File: src/rtl/core/bsc_pkg.sv
// Shared constants, codes and types of the banker's safety check block.
// Used by the channel interfaces, the arithmetic unit and the top level.
`timescale 1ns / 1ps
`default_nettype none

package bsc_pkg;

	// Default sizing of the process table and of the amounts.
	localparam int MAX_PROCS_DEF   = 16;
	localparam int AMOUNT_BITS_DEF = 16;

	// Fixed widths of the channel fields.
	localparam int TYPE_W  = 2;
	localparam int PIDX_W  = 4;
	localparam int FIELD_W = 16;
	localparam int ID_W    = 4;

	// Operation codes carried in req_type.
	typedef enum logic [TYPE_W-1:0] {
		REQ_CLEAR  = 2'd0,
		REQ_APPEND = 2'd1,
		REQ_CHECK  = 2'd2,
		REQ_TEST   = 2'd3
	} req_type_t;

	// Codes carried in result_kind.
	localparam logic KIND_ORDER   = 1'b0;
	localparam logic KIND_VERDICT = 1'b1;

	// Sequencer states.
	typedef enum logic [2:0] {
		ST_IDLE,
		ST_SUM_RD,
		ST_SUM_ACC,
		ST_SCAN_RD,
		ST_SCAN_CMP,
		ST_EMIT_RD,
		ST_EMIT_LOAD,
		ST_VERDICT
	} state_t;

	// Control of the shared arithmetic unit.
	typedef struct packed {
		logic sub;   // subtract the holding from free rather than add it
		logic bump;  // the entry under test carries the requested extra units
	} unit_op_t;

endpackage

`default_nettype wire

File: src/rtl/core/bsc_ifs.sv
// Valid/ready channel interfaces: request items, result items and the
// configuration write channel. Depends on bsc_pkg for the field widths.
`timescale 1ns / 1ps
`default_nettype none

interface bsc_req_if;
	logic                         valid;
	logic                         ready;
	logic [bsc_pkg::TYPE_W-1:0]   req_type;
	logic [bsc_pkg::PIDX_W-1:0]   proc_index;
	logic [bsc_pkg::FIELD_W-1:0]  alloc_amount;
	logic [bsc_pkg::FIELD_W-1:0]  max_amount;
	logic [bsc_pkg::FIELD_W-1:0]  request_amount;

	modport source (output valid, req_type, proc_index, alloc_amount, max_amount,
		request_amount, input ready);
	modport sink (input valid, req_type, proc_index, alloc_amount, max_amount,
		request_amount, output ready);
endinterface

interface bsc_rsp_if;
	logic                       valid;
	logic                       ready;
	logic                       result_kind;
	logic [bsc_pkg::ID_W-1:0]   proc_id;
	logic                       safe;
	logic                       last;

	modport source (output valid, result_kind, proc_id, safe, last, input ready);
	modport sink (input valid, result_kind, proc_id, safe, last, output ready);
endinterface

interface bsc_cfg_if;
	logic                         valid;
	logic                         ready;
	logic [bsc_pkg::FIELD_W-1:0]  data;

	modport source (output valid, data, input ready);
	modport sink (input valid, data, output ready);
endinterface

`default_nettype wire

File: src/rtl/core/bsc_ram.sv
// Generic single-port-write, single-port-read RAM with a registered read.
// No dependencies.
`timescale 1ns / 1ps
`default_nettype none

module bsc_ram #(
	parameter int WIDTH = 16,
	parameter int DEPTH = 16
) (
	input  wire logic                                  clk,
	input  wire logic                                  we,
	input  wire logic [((DEPTH > 1) ? $clog2(DEPTH) : 1)-1:0] waddr,
	input  wire logic [WIDTH-1:0]                      wdata,
	input  wire logic                                  re,
	input  wire logic [((DEPTH > 1) ? $clog2(DEPTH) : 1)-1:0] raddr,
	output logic      [WIDTH-1:0]                      rdata
);

	logic [WIDTH-1:0] mem_q [DEPTH];

	always_ff @(posedge clk) begin
		if (we) begin
			mem_q[waddr] <= wdata;
		end
		if (re) begin
			rdata <= mem_q[raddr];
		end
	end

endmodule

`default_nettype wire

File: src/rtl/core/bsc_unit.sv
// Shared add/compare unit of the safety check: folds one holding into the
// free count and tests whether an entry's remaining need fits. Uses bsc_pkg.
`timescale 1ns / 1ps
`default_nettype none

module bsc_unit #(
	parameter int STORE_W = 16,
	parameter int FREE_W  = 23
) (
	input  wire bsc_pkg::unit_op_t      op,
	input  wire logic signed [FREE_W-1:0] free_in,
	input  wire logic [STORE_W-1:0]     alloc,
	input  wire logic [STORE_W-1:0]     claim,
	input  wire logic [STORE_W-1:0]     bump_amt,
	output logic signed [FREE_W-1:0]    sum,
	output logic                        fits
);
	import bsc_pkg::*;

	logic [STORE_W:0]          held;
	logic signed [FREE_W-1:0]  held_ext;
	logic signed [FREE_W-1:0]  claim_ext;

	always_comb begin
		held      = {1'b0, alloc} + (op.bump ? {1'b0, bump_amt} : '0);
		held_ext  = $signed({{(FREE_W-STORE_W-1){1'b0}}, held});
		claim_ext = $signed({{(FREE_W-STORE_W){1'b0}}, claim});
		sum       = op.sub ? (free_in - held_ext) : (free_in + held_ext);
		// claim - held <= free is the same test as claim <= free + held.
		fits      = (claim_ext <= sum);
	end

endmodule

`default_nettype wire

File: src/rtl/core/bankers_safety_check_top.sv
// Top level of the banker's safety check for a single resource type.
// Depends on bsc_pkg, the channel interfaces, bsc_ram and bsc_unit.
//
//   Channel | Dir | Fields                                         | Transfer when
//   req     | in  | req_type proc_index alloc/max/request_amount   | req.valid & req.ready
//   rsp     | out | result_kind proc_id safe last                  | rsp.valid & rsp.ready
//   cfg     | in  | data (total_resources)                         | cfg.valid & cfg.ready
//
// Clear and append complete in the idle state that accepts them. A check over n
// entries first sums the holdings of all entries and then scans with restarts;
// each step reads an entry through the registered read of the process table RAM
// feeding the one shared add/compare unit. A request test runs up to two passes.
// The order of a safe check leaves one entry at a time from the order RAM, each
// loaded into the output register once free. Reset is asynchronous and clears the
// entry count, the finished flags and the total; the table needs no clearing pass.
// The request side is ready only between operations, whilst a finished result may
// still sit in the output register waiting for its transfer.
`timescale 1ns / 1ps
`default_nettype none

module bankers_safety_check_top #(
	parameter int MAX_PROCS   = bsc_pkg::MAX_PROCS_DEF,
	parameter int AMOUNT_BITS = bsc_pkg::AMOUNT_BITS_DEF
) (
	input wire logic   clk,
	input wire logic   arst_n,
	bsc_req_if.sink    req,
	bsc_rsp_if.source  rsp,
	bsc_cfg_if.sink    cfg
);
	import bsc_pkg::*;

	// Amounts are kept at the masked width only.
	localparam int STORE_W = (AMOUNT_BITS < FIELD_W) ? AMOUNT_BITS : FIELD_W;
	localparam int IDX_W   = (MAX_PROCS > 1) ? $clog2(MAX_PROCS) : 1;
	localparam int CNT_W   = $clog2(MAX_PROCS + 1);
	// Free can fall to minus the sum of all holdings plus one request.
	localparam int FREE_W  = STORE_W + CNT_W + 2;
	localparam int CMP_W   = (CNT_W > PIDX_W) ? CNT_W : PIDX_W;

	// Sequencer and datapath registers.
	state_t                    state_q, state_d;
	logic [CNT_W-1:0]          count_q, count_d;
	logic [CNT_W-1:0]          done_q, done_d;
	logic [IDX_W-1:0]          scan_q, scan_d;
	logic [MAX_PROCS-1:0]      flags_q, flags_d;
	req_type_t                 op_q, op_d;
	logic                      pass2_q, pass2_d;
	logic                      verdict_q, verdict_d;
	logic [STORE_W-1:0]        total_q;
	logic signed [FREE_W-1:0]  free_q, free_d;
	logic [IDX_W-1:0]          bump_idx_q, bump_idx_d;
	logic [STORE_W-1:0]        amt_q, amt_d;

	// Output register.
	logic              rsp_valid_q, rsp_valid_d;
	logic              rsp_kind_q, rsp_kind_d;
	logic [ID_W-1:0]   rsp_id_q, rsp_id_d;
	logic              rsp_safe_q, rsp_safe_d;
	logic              rsp_last_q, rsp_last_d;

	// Memory and unit connections.
	logic                      tbl_we, tbl_re;
	logic [2*STORE_W-1:0]      tbl_wdata, tbl_rdata;
	logic                      ord_we, ord_re;
	logic [IDX_W-1:0]          ord_rdata;
	unit_op_t                  uop;
	logic signed [FREE_W-1:0]  unit_sum;
	logic                      unit_fits;

	logic accept, out_free, scan_last, finish, finish_safe;

	assign req.ready   = (state_q == ST_IDLE);
	assign cfg.ready   = 1'b1;
	assign accept      = req.valid && req.ready;
	assign out_free    = !rsp_valid_q || rsp.ready;
	assign scan_last   = (CNT_W'(scan_q) + CNT_W'(1)) == count_q;
	assign tbl_wdata   = {req.max_amount[STORE_W-1:0], req.alloc_amount[STORE_W-1:0]};

	assign rsp.valid       = rsp_valid_q;
	assign rsp.result_kind = rsp_kind_q;
	assign rsp.proc_id     = rsp_id_q;
	assign rsp.safe        = rsp_safe_q;
	assign rsp.last        = rsp_last_q;

	// Allocation (low half) and claim (high half) of every entry.
	bsc_ram #(
		.WIDTH (2*STORE_W),
		.DEPTH (MAX_PROCS)
	) u_tbl_ram (
		.clk   (clk),
		.we    (tbl_we),
		.waddr (IDX_W'(count_q)),
		.wdata (tbl_wdata),
		.re    (tbl_re),
		.raddr (scan_q),
		.rdata (tbl_rdata)
	);

	// Finishing order of the last pass.
	bsc_ram #(
		.WIDTH (IDX_W),
		.DEPTH (MAX_PROCS)
	) u_ord_ram (
		.clk   (clk),
		.we    (ord_we),
		.waddr (IDX_W'(done_q)),
		.wdata (scan_q),
		.re    (ord_re),
		.raddr (scan_q),
		.rdata (ord_rdata)
	);

	bsc_unit #(
		.STORE_W (STORE_W),
		.FREE_W  (FREE_W)
	) u_unit (
		.op       (uop),
		.free_in  (free_q),
		.alloc    (tbl_rdata[STORE_W-1:0]),
		.claim    (tbl_rdata[2*STORE_W-1:STORE_W]),
		.bump_amt (amt_q),
		.sum      (unit_sum),
		.fits     (unit_fits)
	);

	// Next state and datapath control.
	always_comb begin
		state_d     = state_q;
		count_d     = count_q;
		done_d      = done_q;
		scan_d      = scan_q;
		flags_d     = flags_q;
		op_d        = op_q;
		pass2_d     = pass2_q;
		verdict_d   = verdict_q;
		free_d      = free_q;
		bump_idx_d  = bump_idx_q;
		amt_d       = amt_q;
		rsp_valid_d = rsp_valid_q && !rsp.ready;
		rsp_kind_d  = rsp_kind_q;
		rsp_id_d    = rsp_id_q;
		rsp_safe_d  = rsp_safe_q;
		rsp_last_d  = rsp_last_q;
		tbl_we      = 1'b0;
		tbl_re      = 1'b0;
		ord_we      = 1'b0;
		ord_re      = 1'b0;
		finish      = 1'b0;
		finish_safe = 1'b0;
		// The entry under test gets its extra units only in the second pass.
		uop.sub     = (state_q == ST_SUM_ACC);
		uop.bump    = pass2_q && (scan_q == bump_idx_q);

		case (state_q)
			ST_IDLE: begin
				if (accept) begin
					case (req_type_t'(req.req_type))
						REQ_CLEAR: begin
							count_d = '0;
							done_d  = '0;
						end
						REQ_APPEND: begin
							// A full table drops the entry.
							if (count_q < CNT_W'(MAX_PROCS)) begin
								tbl_we  = 1'b1;
								count_d = count_q + CNT_W'(1);
							end
						end
						REQ_CHECK: begin
							op_d    = REQ_CHECK;
							pass2_d = 1'b0;
							if (count_q == '0) begin
								// An empty table is safe and has no order.
								verdict_d = 1'b1;
								state_d   = ST_VERDICT;
							end else begin
								free_d  = $signed({{(FREE_W-STORE_W){1'b0}}, total_q});
								flags_d = '0;
								scan_d  = '0;
								done_d  = '0;
								state_d = ST_SUM_RD;
							end
						end
						REQ_TEST: begin
							op_d       = REQ_TEST;
							pass2_d    = 1'b0;
							bump_idx_d = IDX_W'(req.proc_index);
							amt_d      = req.request_amount[STORE_W-1:0];
							if (CMP_W'(req.proc_index) >= CMP_W'(count_q)) begin
								// The named entry is not in the table.
								verdict_d = 1'b0;
								state_d   = ST_VERDICT;
							end else begin
								free_d  = $signed({{(FREE_W-STORE_W){1'b0}}, total_q});
								flags_d = '0;
								scan_d  = '0;
								done_d  = '0;
								state_d = ST_SUM_RD;
							end
						end
						default: begin
						end
					endcase
				end
			end
			ST_SUM_RD: begin
				tbl_re  = 1'b1;
				state_d = ST_SUM_ACC;
			end
			ST_SUM_ACC: begin
				free_d = unit_sum;
				if (scan_last) begin
					scan_d  = '0;
					state_d = ST_SCAN_RD;
				end else begin
					scan_d  = scan_q + IDX_W'(1);
					state_d = ST_SUM_RD;
				end
			end
			ST_SCAN_RD: begin
				tbl_re  = 1'b1;
				state_d = ST_SCAN_CMP;
			end
			ST_SCAN_CMP: begin
				if (!flags_q[scan_q] && unit_fits) begin
					free_d          = unit_sum;
					flags_d[scan_q] = 1'b1;
					ord_we          = 1'b1;
					done_d          = done_q + CNT_W'(1);
					scan_d          = '0;
					if ((done_q + CNT_W'(1)) == count_q) begin
						finish      = 1'b1;
						finish_safe = 1'b1;
					end else begin
						state_d = ST_SCAN_RD;
					end
				end else if (scan_last) begin
					// A full sweep found nothing that can finish.
					finish      = 1'b1;
					finish_safe = 1'b0;
				end else begin
					scan_d  = scan_q + IDX_W'(1);
					state_d = ST_SCAN_RD;
				end
			end
			ST_EMIT_RD: begin
				ord_re  = 1'b1;
				state_d = ST_EMIT_LOAD;
			end
			ST_EMIT_LOAD: begin
				if (out_free) begin
					rsp_valid_d = 1'b1;
					rsp_kind_d  = KIND_ORDER;
					rsp_id_d    = ID_W'(ord_rdata);
					rsp_safe_d  = 1'b0;
					rsp_last_d  = 1'b0;
					if ((CNT_W'(scan_q) + CNT_W'(1)) == done_q) begin
						verdict_d = 1'b1;
						state_d   = ST_VERDICT;
					end else begin
						scan_d  = scan_q + IDX_W'(1);
						state_d = ST_EMIT_RD;
					end
				end
			end
			ST_VERDICT: begin
				if (out_free) begin
					rsp_valid_d = 1'b1;
					rsp_kind_d  = KIND_VERDICT;
					rsp_id_d    = '0;
					rsp_safe_d  = verdict_q;
					rsp_last_d  = 1'b1;
					state_d     = ST_IDLE;
				end
			end
			default: begin
				state_d = ST_IDLE;
			end
		endcase

		// End of a pass: start the changed-state pass of a request test, list the
		// order of a safe check, or give the verdict.
		if (finish) begin
			if ((op_q == REQ_TEST) && !pass2_q && finish_safe) begin
				pass2_d = 1'b1;
				free_d  = $signed({{(FREE_W-STORE_W){1'b0}}, total_q});
				flags_d = '0;
				scan_d  = '0;
				done_d  = '0;
				state_d = ST_SUM_RD;
			end else if ((op_q == REQ_CHECK) && finish_safe) begin
				scan_d  = '0;
				state_d = ST_EMIT_RD;
			end else begin
				verdict_d = finish_safe;
				state_d   = ST_VERDICT;
			end
		end
	end

	// Control state.
	always_ff @(posedge clk or negedge arst_n) begin
		if (!arst_n) begin
			state_q     <= ST_IDLE;
			count_q     <= '0;
			done_q      <= '0;
			scan_q      <= '0;
			flags_q     <= '0;
			op_q        <= REQ_CLEAR;
			pass2_q     <= 1'b0;
			verdict_q   <= 1'b0;
			total_q     <= '0;
			rsp_valid_q <= 1'b0;
		end else begin
			state_q     <= state_d;
			count_q     <= count_d;
			done_q      <= done_d;
			scan_q      <= scan_d;
			flags_q     <= flags_d;
			op_q        <= op_d;
			pass2_q     <= pass2_d;
			verdict_q   <= verdict_d;
			rsp_valid_q <= rsp_valid_d;
			if (cfg.valid && cfg.ready) begin
				total_q <= cfg.data[STORE_W-1:0];
			end
		end
	end

	// Payload registers.
	always_ff @(posedge clk) begin
		free_q     <= free_d;
		bump_idx_q <= bump_idx_d;
		amt_q      <= amt_d;
		rsp_kind_q <= rsp_kind_d;
		rsp_id_q   <= rsp_id_d;
		rsp_safe_q <= rsp_safe_d;
		rsp_last_q <= rsp_last_d;
	end

	// The number of finished entries can never pass the number of entries in the table.
	a_done_le_count: assert property (@(posedge clk) disable iff (!arst_n)
		done_q <= count_q)
		else $error("finished count exceeds entry count");

	a_count_le_max: assert property (@(posedge clk) disable iff (!arst_n)
		count_q <= CNT_W'(MAX_PROCS))
		else $error("entry count exceeds table size");

	// Whilst a pass walks the table its index stays inside the filled part.
	a_scan_in_table: assert property (@(posedge clk) disable iff (!arst_n)
		(state_q == ST_SUM_RD || state_q == ST_SUM_ACC || state_q == ST_SCAN_RD ||
		 state_q == ST_SCAN_CMP) |-> (CNT_W'(scan_q) < count_q))
		else $error("scan index outside the table");

	// Order entries never close an operation and never carry a verdict.
	a_order_fields: assert property (@(posedge clk) disable iff (!arst_n)
		(rsp_valid_q && rsp_kind_q == KIND_ORDER) |-> (!rsp_safe_q && !rsp_last_q))
		else $error("order entry with verdict or last set");

	// Emitting the order only ever follows a complete, safe pass.
	a_emit_complete: assert property (@(posedge clk) disable iff (!arst_n)
		(state_q == ST_EMIT_RD) |-> (done_q == count_q))
		else $error("order emitted from an incomplete pass");

endmodule

`default_nettype wire
File: src/flat_wrapper.sv
// flat-port wrapper written by rule: the top's interface ports become plain ports
module bankers_safety_check_top_flat import bsc_pkg::*;
#(
	parameter int MAX_PROCS   = bsc_pkg::MAX_PROCS_DEF,
	parameter int AMOUNT_BITS = bsc_pkg::AMOUNT_BITS_DEF
)
  (clk, arst_n, req_valid, req_req_type, req_proc_index, req_alloc_amount, req_max_amount, req_request_amount, req_ready, rsp_valid, rsp_result_kind, rsp_proc_id, rsp_safe, rsp_last, rsp_ready, cfg_valid, cfg_data, cfg_ready);
  bsc_req_if req_i ();
  bsc_rsp_if rsp_i ();
  bsc_cfg_if cfg_i ();
  input wire logic clk;
  input wire logic arst_n;
  input wire logic [$bits(req_i.valid)-1:0] req_valid;
  input wire logic [$bits(req_i.req_type)-1:0] req_req_type;
  input wire logic [$bits(req_i.proc_index)-1:0] req_proc_index;
  input wire logic [$bits(req_i.alloc_amount)-1:0] req_alloc_amount;
  input wire logic [$bits(req_i.max_amount)-1:0] req_max_amount;
  input wire logic [$bits(req_i.request_amount)-1:0] req_request_amount;
  output wire logic [$bits(req_i.ready)-1:0] req_ready;
  output wire logic [$bits(rsp_i.valid)-1:0] rsp_valid;
  output wire logic [$bits(rsp_i.result_kind)-1:0] rsp_result_kind;
  output wire logic [$bits(rsp_i.proc_id)-1:0] rsp_proc_id;
  output wire logic [$bits(rsp_i.safe)-1:0] rsp_safe;
  output wire logic [$bits(rsp_i.last)-1:0] rsp_last;
  input wire logic [$bits(rsp_i.ready)-1:0] rsp_ready;
  input wire logic [$bits(cfg_i.valid)-1:0] cfg_valid;
  input wire logic [$bits(cfg_i.data)-1:0] cfg_data;
  output wire logic [$bits(cfg_i.ready)-1:0] cfg_ready;
  assign req_i.valid = req_valid;
  assign req_i.req_type = req_req_type;
  assign req_i.proc_index = req_proc_index;
  assign req_i.alloc_amount = req_alloc_amount;
  assign req_i.max_amount = req_max_amount;
  assign req_i.request_amount = req_request_amount;
  assign req_ready = req_i.ready;
  assign rsp_valid = rsp_i.valid;
  assign rsp_result_kind = rsp_i.result_kind;
  assign rsp_proc_id = rsp_i.proc_id;
  assign rsp_safe = rsp_i.safe;
  assign rsp_last = rsp_i.last;
  assign rsp_i.ready = rsp_ready;
  assign cfg_i.valid = cfg_valid;
  assign cfg_i.data = cfg_data;
  assign cfg_ready = cfg_i.ready;
  bankers_safety_check_top #(.MAX_PROCS(MAX_PROCS), .AMOUNT_BITS(AMOUNT_BITS)) u_core (.clk(clk), .arst_n(arst_n), .req(req_i), .rsp(rsp_i), .cfg(cfg_i));
endmodule
File: config.mk
export PLATFORM = sky130hd
export DESIGN_NAME = bankers_safety_check_top_flat
export DESIGN_NICKNAME = d
export VERILOG_FILES = /design/src/rtl/core/bsc_pkg.sv /design/src/rtl/core/bsc_ifs.sv /design/src/rtl/core/bsc_ram.sv /design/src/rtl/core/bsc_unit.sv /design/src/rtl/core/bankers_safety_check_top.sv /design/src/flat_wrapper.sv
export SDC_FILE = /design/constraint.sdc
export NUM_CORES = 1
export LEC_CHECK = 0
export BUFFER_PORTS_ARGS = -buffer_cell sky130_fd_sc_hd__buf_2
export CAP_MARGIN = 40
export CELL_PAD_IN_SITES_DETAIL_PLACEMENT = 0
export CELL_PAD_IN_SITES_GLOBAL_PLACEMENT = 1
export CORE_MARGIN = 8
export CORE_UTILIZATION = 49
export DETAILED_ROUTE_END_ITERATION = 8
export GPL_TIMING_DRIVEN = 0
export PLACE_DENSITY = 0.8
export SKIP_LAST_GASP = 1
export SLEW_MARGIN = 15
export SYNTH_ARGS = -nofsm -noshare
export SYNTH_HDL_FRONTEND = slang
export SYNTH_SLANG_ARGS = --single-unit
export TNS_END_PERCENT = 100
File: constraint.sdc
create_clock -name clk -period 9.1 [get_ports clk]
set_input_delay 1.82 -clock clk [delete_from_list [all_inputs] [get_ports clk]]
set_output_delay 1.82 -clock clk [all_outputs]
set_load 0.1 [all_outputs]
## Word level (Yosys, flattened, before mapping)

Memories as Yosys holds them, arrays and structs flattened. A register that Yosys moved wholly into a read port is not among the register bits.
Cells that the tools add are included.

- Input bits: 75
- Logic and storage cells: 187
- Output and inout bits: 10
- Memory bits (writable): 576
- Flip-flop bits (word level): 103
- Memories: 2

- Eq/ne operators: 25
- Mux-type cells: 104
- Magnitude comparators: 5
- Add/subtract/negate cells: 7
- Reduce and logical (&&, ||, !) cells: 27
- Bitwise operators: 1

Memory list:

| memory | words | bits a word | read ports | clocked after memory_dff | write ports | RTL line | source |
|---|---|---|---|---|---|---|---|
| u_core.u_tbl_ram.mem_q | 16 | 32 | 1 | 1 | 1 | bsc_ram.sv:19 | `logic [WIDTH-1:0] mem_q [DEPTH];` |
| u_core.u_ord_ram.mem_q | 16 | 4 | 1 | 1 | 1 | bsc_ram.sv:19 |  |

Operators with widths:

| cell | count |
|---|---|
| 23-bit two-way mux | 7 |
| 16-bit two-way mux | 7 |
| 23-bit case mux with 3 select lines | 1 |
| 16-bit case mux with 2 select lines | 2 |
| 4-bit two-way mux | 13 |
| 23-bit case mux with 2 select lines | 1 |
| 1-bit two-way mux | 38 |
| 5-bit two-way mux | 7 |
| 3-bit two-way mux | 10 |
| 3-bit case mux with 8 select lines | 1 |
| 23-bit by 18-bit adder with 23-bit output | 1 |
| 17-bit by 23-bit <= comparator with 1-bit output | 1 |
| 23-bit by 18-bit subtractor with 23-bit output | 1 |
| 5-bit case mux with 2 select lines | 2 |
| 16-bit by 17-bit adder with 17-bit output | 1 |
| 16-bit bitwise OR | 1 |
| 4-bit case mux with 2 select lines | 2 |
| 4-bit case mux with 4 select lines | 1 |
| 5-bit == test | 3 |
| 5-bit case mux with 3 select lines | 1 |
| 3-bit == test, second input constant | 4 |
| 5-bit by 1-bit adder with 5-bit output, second input constant | 2 |
| 3-bit AND reduction | 3 |
| 2-bit == test, second input constant | 4 |
| other kinds (31) | 55 |

## Depth between registers and ports, before layout

- Depth in word-level cells: 14
- Depth in mapped cells: 41
- Mapped depth without buffers: 35

## Modules after synthesis

From an unflattened synthesis, not the netlist that was laid out.

- Cell total of the unflattened synthesis: 1855
- Area total of the unflattened synthesis: 30960.9 um^2

Modules (own cells, without submodules):

| module | area an instance (um^2) | cells an instance | instances | seq. area each (um^2) |
|---|---|---|---|---|
| bsc_ram at u_core.u_tbl_ram | 20155.6 | 838 | 1 | 16335.7 |
| bankers_safety_check_top | 5222.5 | 493 | 1 | 2592.5 |
| bsc_unit | 2876.5 | 394 | 1 | 0.0 |
| bsc_ram at u_core.u_ord_ram | 2706.3 | 130 | 1 | 2042.0 |

## Worst setup path before layout

OpenSTA, ideal clock, no wires.

- Path kind: register -> register
- Start: reg u_core.scan_q[0]
- End: mem u_core.u_ord_ram.mem_q[1][0] (netlist name), enable pin
- Setup slack: -386 ps
- Arrival: 9107 ps
- Period minus slack after synthesis: 9486 ps
- Library setup time: 379 ps
- Cell stages (with the launch flop): 37
- Data required time: 8721 ps
- Cells stage by stage: dfrtp_1 > buf_1 > buf_1 > clkbuf_1 > xor2_1 > nor4_1 > clkbuf_1 > and2_1 > ha_1 > inv_1 > fa_1 > and2b_1 > o21ai_2 > xnor2_1 > or2_2 > nor4_1 > or3b_2 > nand2_1 > xor2_1 > ha_1 > and2_1 > a32oi_1 > a21bo_2 > a21o_1 > a21o_1 > a21oi_1 > xor2_1 > ha_1 > nand3_1 > or4_1 > nor3_1 > nor4_1 > nand4_1 > o21ai_0 > nand2b_1 > buf_2 > nor4b_1

- Longest elaborated chain between the ends: 12

RTL lines:

| item | RTL line | source |
|---|---|---|
| from (decl) | bankers_safety_check_top.sv:45 | `logic [IDX_W-1:0] scan_q, scan_d;` |
| from (signal assigned) | bankers_safety_check_top.sv:319 | `scan_q <= scan_d;` |
| 4-bit == test | bankers_safety_check_top.sv:153 | `uop.bump = pass2_q && (scan_q == bump_idx_q);` |
| 1-bit logical AND | bankers_safety_check_top.sv:153 |  |
| 16-bit two-way mux | bsc_unit.sv:25 | `held = {1'b0, alloc} + (op.bump ? {1'b0, bump_amt} : '0);` |
| 16-bit by 17-bit adder with 17-bit output | bsc_unit.sv:25 |  |
| 23-bit by 18-bit adder with 23-bit output or 23-bit by 18-bit subtractor with 23-bit output (tied branches) | bsc_unit.sv:28 | `sum = op.sub ? (free_in - held_ext) : (free_in + held_ext);` |
| 23-bit two-way mux | bsc_unit.sv:28 |  |
| 17-bit by 23-bit <= comparator with 1-bit output | bsc_unit.sv:30 | `fits = (claim_ext <= sum);` |
| 1-bit logical AND * | bankers_safety_check_top.sv:226 | `if (!flags_q[scan_q] && unit_fits) begin` |
| 1-bit two-way mux * | bankers_safety_check_top.sv:226 |  |
| 1-bit two-way mux * | bankers_safety_check_top.sv:155 | `case (state_q)` |
| 1-bit two-way mux * | bsc_ram.sv:22 | `if (we) begin` |
| 1-bit two-way mux (implied by the code) * | bsc_ram.sv:23 | `mem_q[waddr] <= wdata;` |
| to (decl) | bsc_ram.sv:19 |  |

Mark *: on every way between the ends. The rest lies on a longest branch, timed or not. The select of a mux whose other input is x is not followed.

## Worst setup path after layout

- Start: reg u_core.scan_q[0]
- End: mem u_core.u_ord_ram.mem_q[11][1] (netlist name), enable pin

The elaborated chain is that of the path after synthesis.

==> results.md <==
- GPL Wtd Cong: 0.861
- CTS Buf Count: 75
- Cell Area, Synth: between 30000 and 40000 sq um
- Final Util: between 50% and 60%
- Number of global-route vias before repair: about 18000
- Starting DRC count in detailed routing: between 1500 and 2000
- Die Wd: 268 um
- I/O Pins: 85
- Final nets: 2204
- Synth cell types: 90
- Num rows: 92
- Avg Inst Size Synth: 17.1 sq um
- Die footprint: 71800 sq um
- Max VDD drop: 0.190 mV
- Cell family with most CP delay: simple AND/OR/NAND/NOR gates
- 1st-pass router iterations: 5
- Antenna violation net count after detailed routing: 0
- Fraction of registers with async set/reset: under 10%
- Grt total ovfl: 0
- Largest fanout on the critical path: 10
- Crit share post-route: 95.4%
- Share of the yosys chip area belonging to registers: 67.4%
- Worst Tran Pin Value: 0.848 ns
- Status: completed
- Number of synthesized register bits: 715
- Share of the synthesized area in the top cell type: between 60% and 70%
- Power Total: 0.0124 W
- Max Cap Viol: 0
- Port-buffer cells: 81
- Post-synth EDFFs: 638
- Global-route usage over all layers: 21.9%
- CTS root buf: clkbuf_16
- CTS tree: yes
- Largest net degree at the start of global routing: 55
- Layout cells sized above 1: 26.7%
- Max Fclk: about 120 MHz
- Hold Slack: around 0.47 ns
- Mapped Cells: about 1800
- Hold_buf cts: 0
- Syn Nets: 1973
- Fill cell count: about 4700
- Largest area contributor in the netlist: edfxtp_1
- Crit path largest cell delay: 0.51 ns
- Crit end category: register
- Leak Pwr: 12.5 nW
- Clock Latency Late Sink: 0.64 ns
- Initial antenna violation count: 9
- Syn. warnings: 0
- Routed WL: 77900 um
- WP buf/inv: 8
- Max-slew violation count: 0
- Drc violations: 0
- HP Class: register to register
- Starting density of the core: between 40 and 50%
- Max Root-Sink Buffers: 3
- Final setup viols: 0
- Pwr/cell area: 340 nW/um^2
- Vias/cell: 6.08
- CP required: 9.40 ns
- Final hold viol count: 0
- WL per Instance: 26.3 um
- Worst setup SP type: register
- WS Path Type: register to register
- Clk slew on worst S/H paths: 0.06 ns
- CORE AREA: roughly 63000 sq um
- Crit path DAT: roughly 9.0 ns
- Slew Limit Headroom: between 40% and 50%
- Clk sinks: 715
- RSZ-0062 raised after global routing: false
- Setup TNS: 0 ns
- First-pass GRT wire length: approximately 120000 um
- Die Ht: 268 um
- Worst-path cell with the longest stage delay: dfrtp_4
- Main flop type after synthesis: edfxtp_1
- Total number of vias: 18000
- Area contributors post-synth: edfxtp_1, mux4_2, dfrtp_1, ha_1, dfxtp_1
- Htree depth: 3
- Synthesis-to-finish area growth: 16.9%
- Clk_skew: 0.0294 ns
- Post-layout min period: 8.68 ns
- HPWL Detailed: 53500 um
[tightest hold or removal path, stage by stage (launching register included)]
cell and delay (ns):
dfxtp_1 0.31, nand2_1 0.06, o21ai_1 0.05
[cells by family after synthesis]
family / synth area share (%)
AO/OA/AOI/OAI: 6.02
XOR/XNOR: 1.97
adder cells (fa/ha/maj): 3.02
buffers and inverters: 1.73
flip-flops: 67.4
multiplexers: 14.2
other: 0.0121
AND/OR/NAND/NOR: 5.61
[final timing paths]
check	to	from	slack, ns	cells past startpoint
max reg2reg	u_core.u_ord_ram.mem_q[11][1]$_DFFE_PP_	u_core.scan_q[0]$_DFF_PN0_	0.42	38
max in group asynchronous	u_core.scan_q[1]$_DFF_PN0_	arst_n	7.28	1
max	u_core.u_ord_ram.mem_q[11][1]$_DFFE_PP_	u_core.scan_q[0]$_DFF_PN0_	0.42	38
min	u_core.free_q[17]$_DFF_P_	u_core.free_q[17]$_DFF_P_	0.47	2
min in group asynchronous	u_core.rsp.valid$_DFF_PN0_	arst_n	1.26	1
min reg2reg	u_core.free_q[17]$_DFF_P_	u_core.free_q[17]$_DFF_P_	0.47	2
[repair_timing]
item,in CTS,in global routing
buffers inserted,11,3
endpoints found under the setup margin,116,116
pin swaps,5,11
gates resized for setup,53,29
[cell usage after synthesis (10+ instances only)]
library cell	number
a211oi_1	10
a21o_1	15
a21oi_1	62
a32oi_1	17
and2_1	32
buf_1	25
clkbuf_1	58
dfrtp_1	54
dfxtp_1	23
edfxtp_1	638
ha_1	72
inv_1	39
mux2_2	17
mux4_2	185
nand2_1	70
nand2b_1	12
nand3_1	25
nor2_1	106
nor3_1	11
o21a_1	10
o21ai_0	77
or3_1	12
xnor2_1	32
xor2_1	36
[cell type report]
class / count / area (sq um) / share of cell area [%]
inverter: 41 / 154 / 0.423
tap: 846 / 1060 / 2.91
sequential: 715 / 21000 / 57.7
timing repair buffer: 158 / 1350 / 3.71
antenna: 3 / 7.51 / 0.0206
clock buffer: 95 / 1980 / 5.45
multi-input combinational: 976 / 10000 / 27.6
buffer: 88 / 429 / 1.18
clock inverter: 43 / 378 / 1.04
[flip-flops by register name (all words and copies together), names as in the netlist]
name	cells
u_core.amt_q	16
u_core.bump_idx_q	4
u_core.count_q	5
u_core.done_q	5
u_core.flags_q	16
u_core.free_q	23
u_core.op_q	2
u_core.pass2_q	1
u_core.rsp.last	1
u_core.rsp.proc_id	4
u_core.rsp.safe	1
u_core.rsp.valid	1
u_core.scan_q	4
u_core.state_q	3
u_core.total_q	16
u_core.u_ord_ram.mem_q	64
u_core.u_ord_ram.rdata	4
u_core.u_tbl_ram.mem_q	512
u_core.u_tbl_ram.rdata	32
u_core.verdict_q	1
[placed cells by master (no fill, tap or decap), types with 8 or more instances in the layout]
cell type and n:
clkinv_2 14, and2_1 29, ha_1 70, nor2_1 92, xnor2_1 29, a21oi_1 60
nand4_1 8, o21ai_0 75, xor2_1 32, nor2_4 15, buf_4 28, nand2b_1 12
inv_1 39, buf_1 21, buf_8 8, buf_2 86, a21o_1 15, nand3_1 25
o21a_1 10, nand2_1 69, mux4_2 185, or3_1 12, dfxtp_1 23, clkbuf_1 68
clkbuf_16 76, a32oi_1 17, o21ai_1 8, edfxtp_1 638, mux2_2 17, buf_12 12
buf_6 31, o211ai_1 9, clkinv_1 16, a211oi_1 8, dfrtp_1 50
[per-stage QoR]
step | setup slack, ns | cells | instance area, sq um
6_report | 0.418 | 2965 | 36400
5_1_grt | 0.0115 | 2965 | 36400
4_1_cts | 0.0165 | 2960 | 36200
3_5_place_dp | -2.67 | 2814 | 33500
3_3_place_gp | -4.02 | 2751 | 32600
2_1_floorplan | 0.0217 | 1824 | 31100
[report_power, final]
| group | total [W] | switching, W | leakage, nW | internal [W] |
|---|---|---|---|---|
| Combinational | 0.00536 | 0.00314 | 4.69 | 0.00222 |
| Clock | 0.00293 | 0.00128 | 1.15 | 0.00165 |
| Sequential | 0.00408 | 0.000167 | 6.62 | 0.00391 |
| Total | 0.0124 | 0.00459 | 12.5 | 0.00778 |
[metal layers]
metal	wire length (um)	global-route usage [%]
met2	38500	36.5
met5	47	0
met3	6160	4.54
met1	31000	28.9
met4	2190	6.89
No activity file was read; power rests on OpenSTA's default activity.
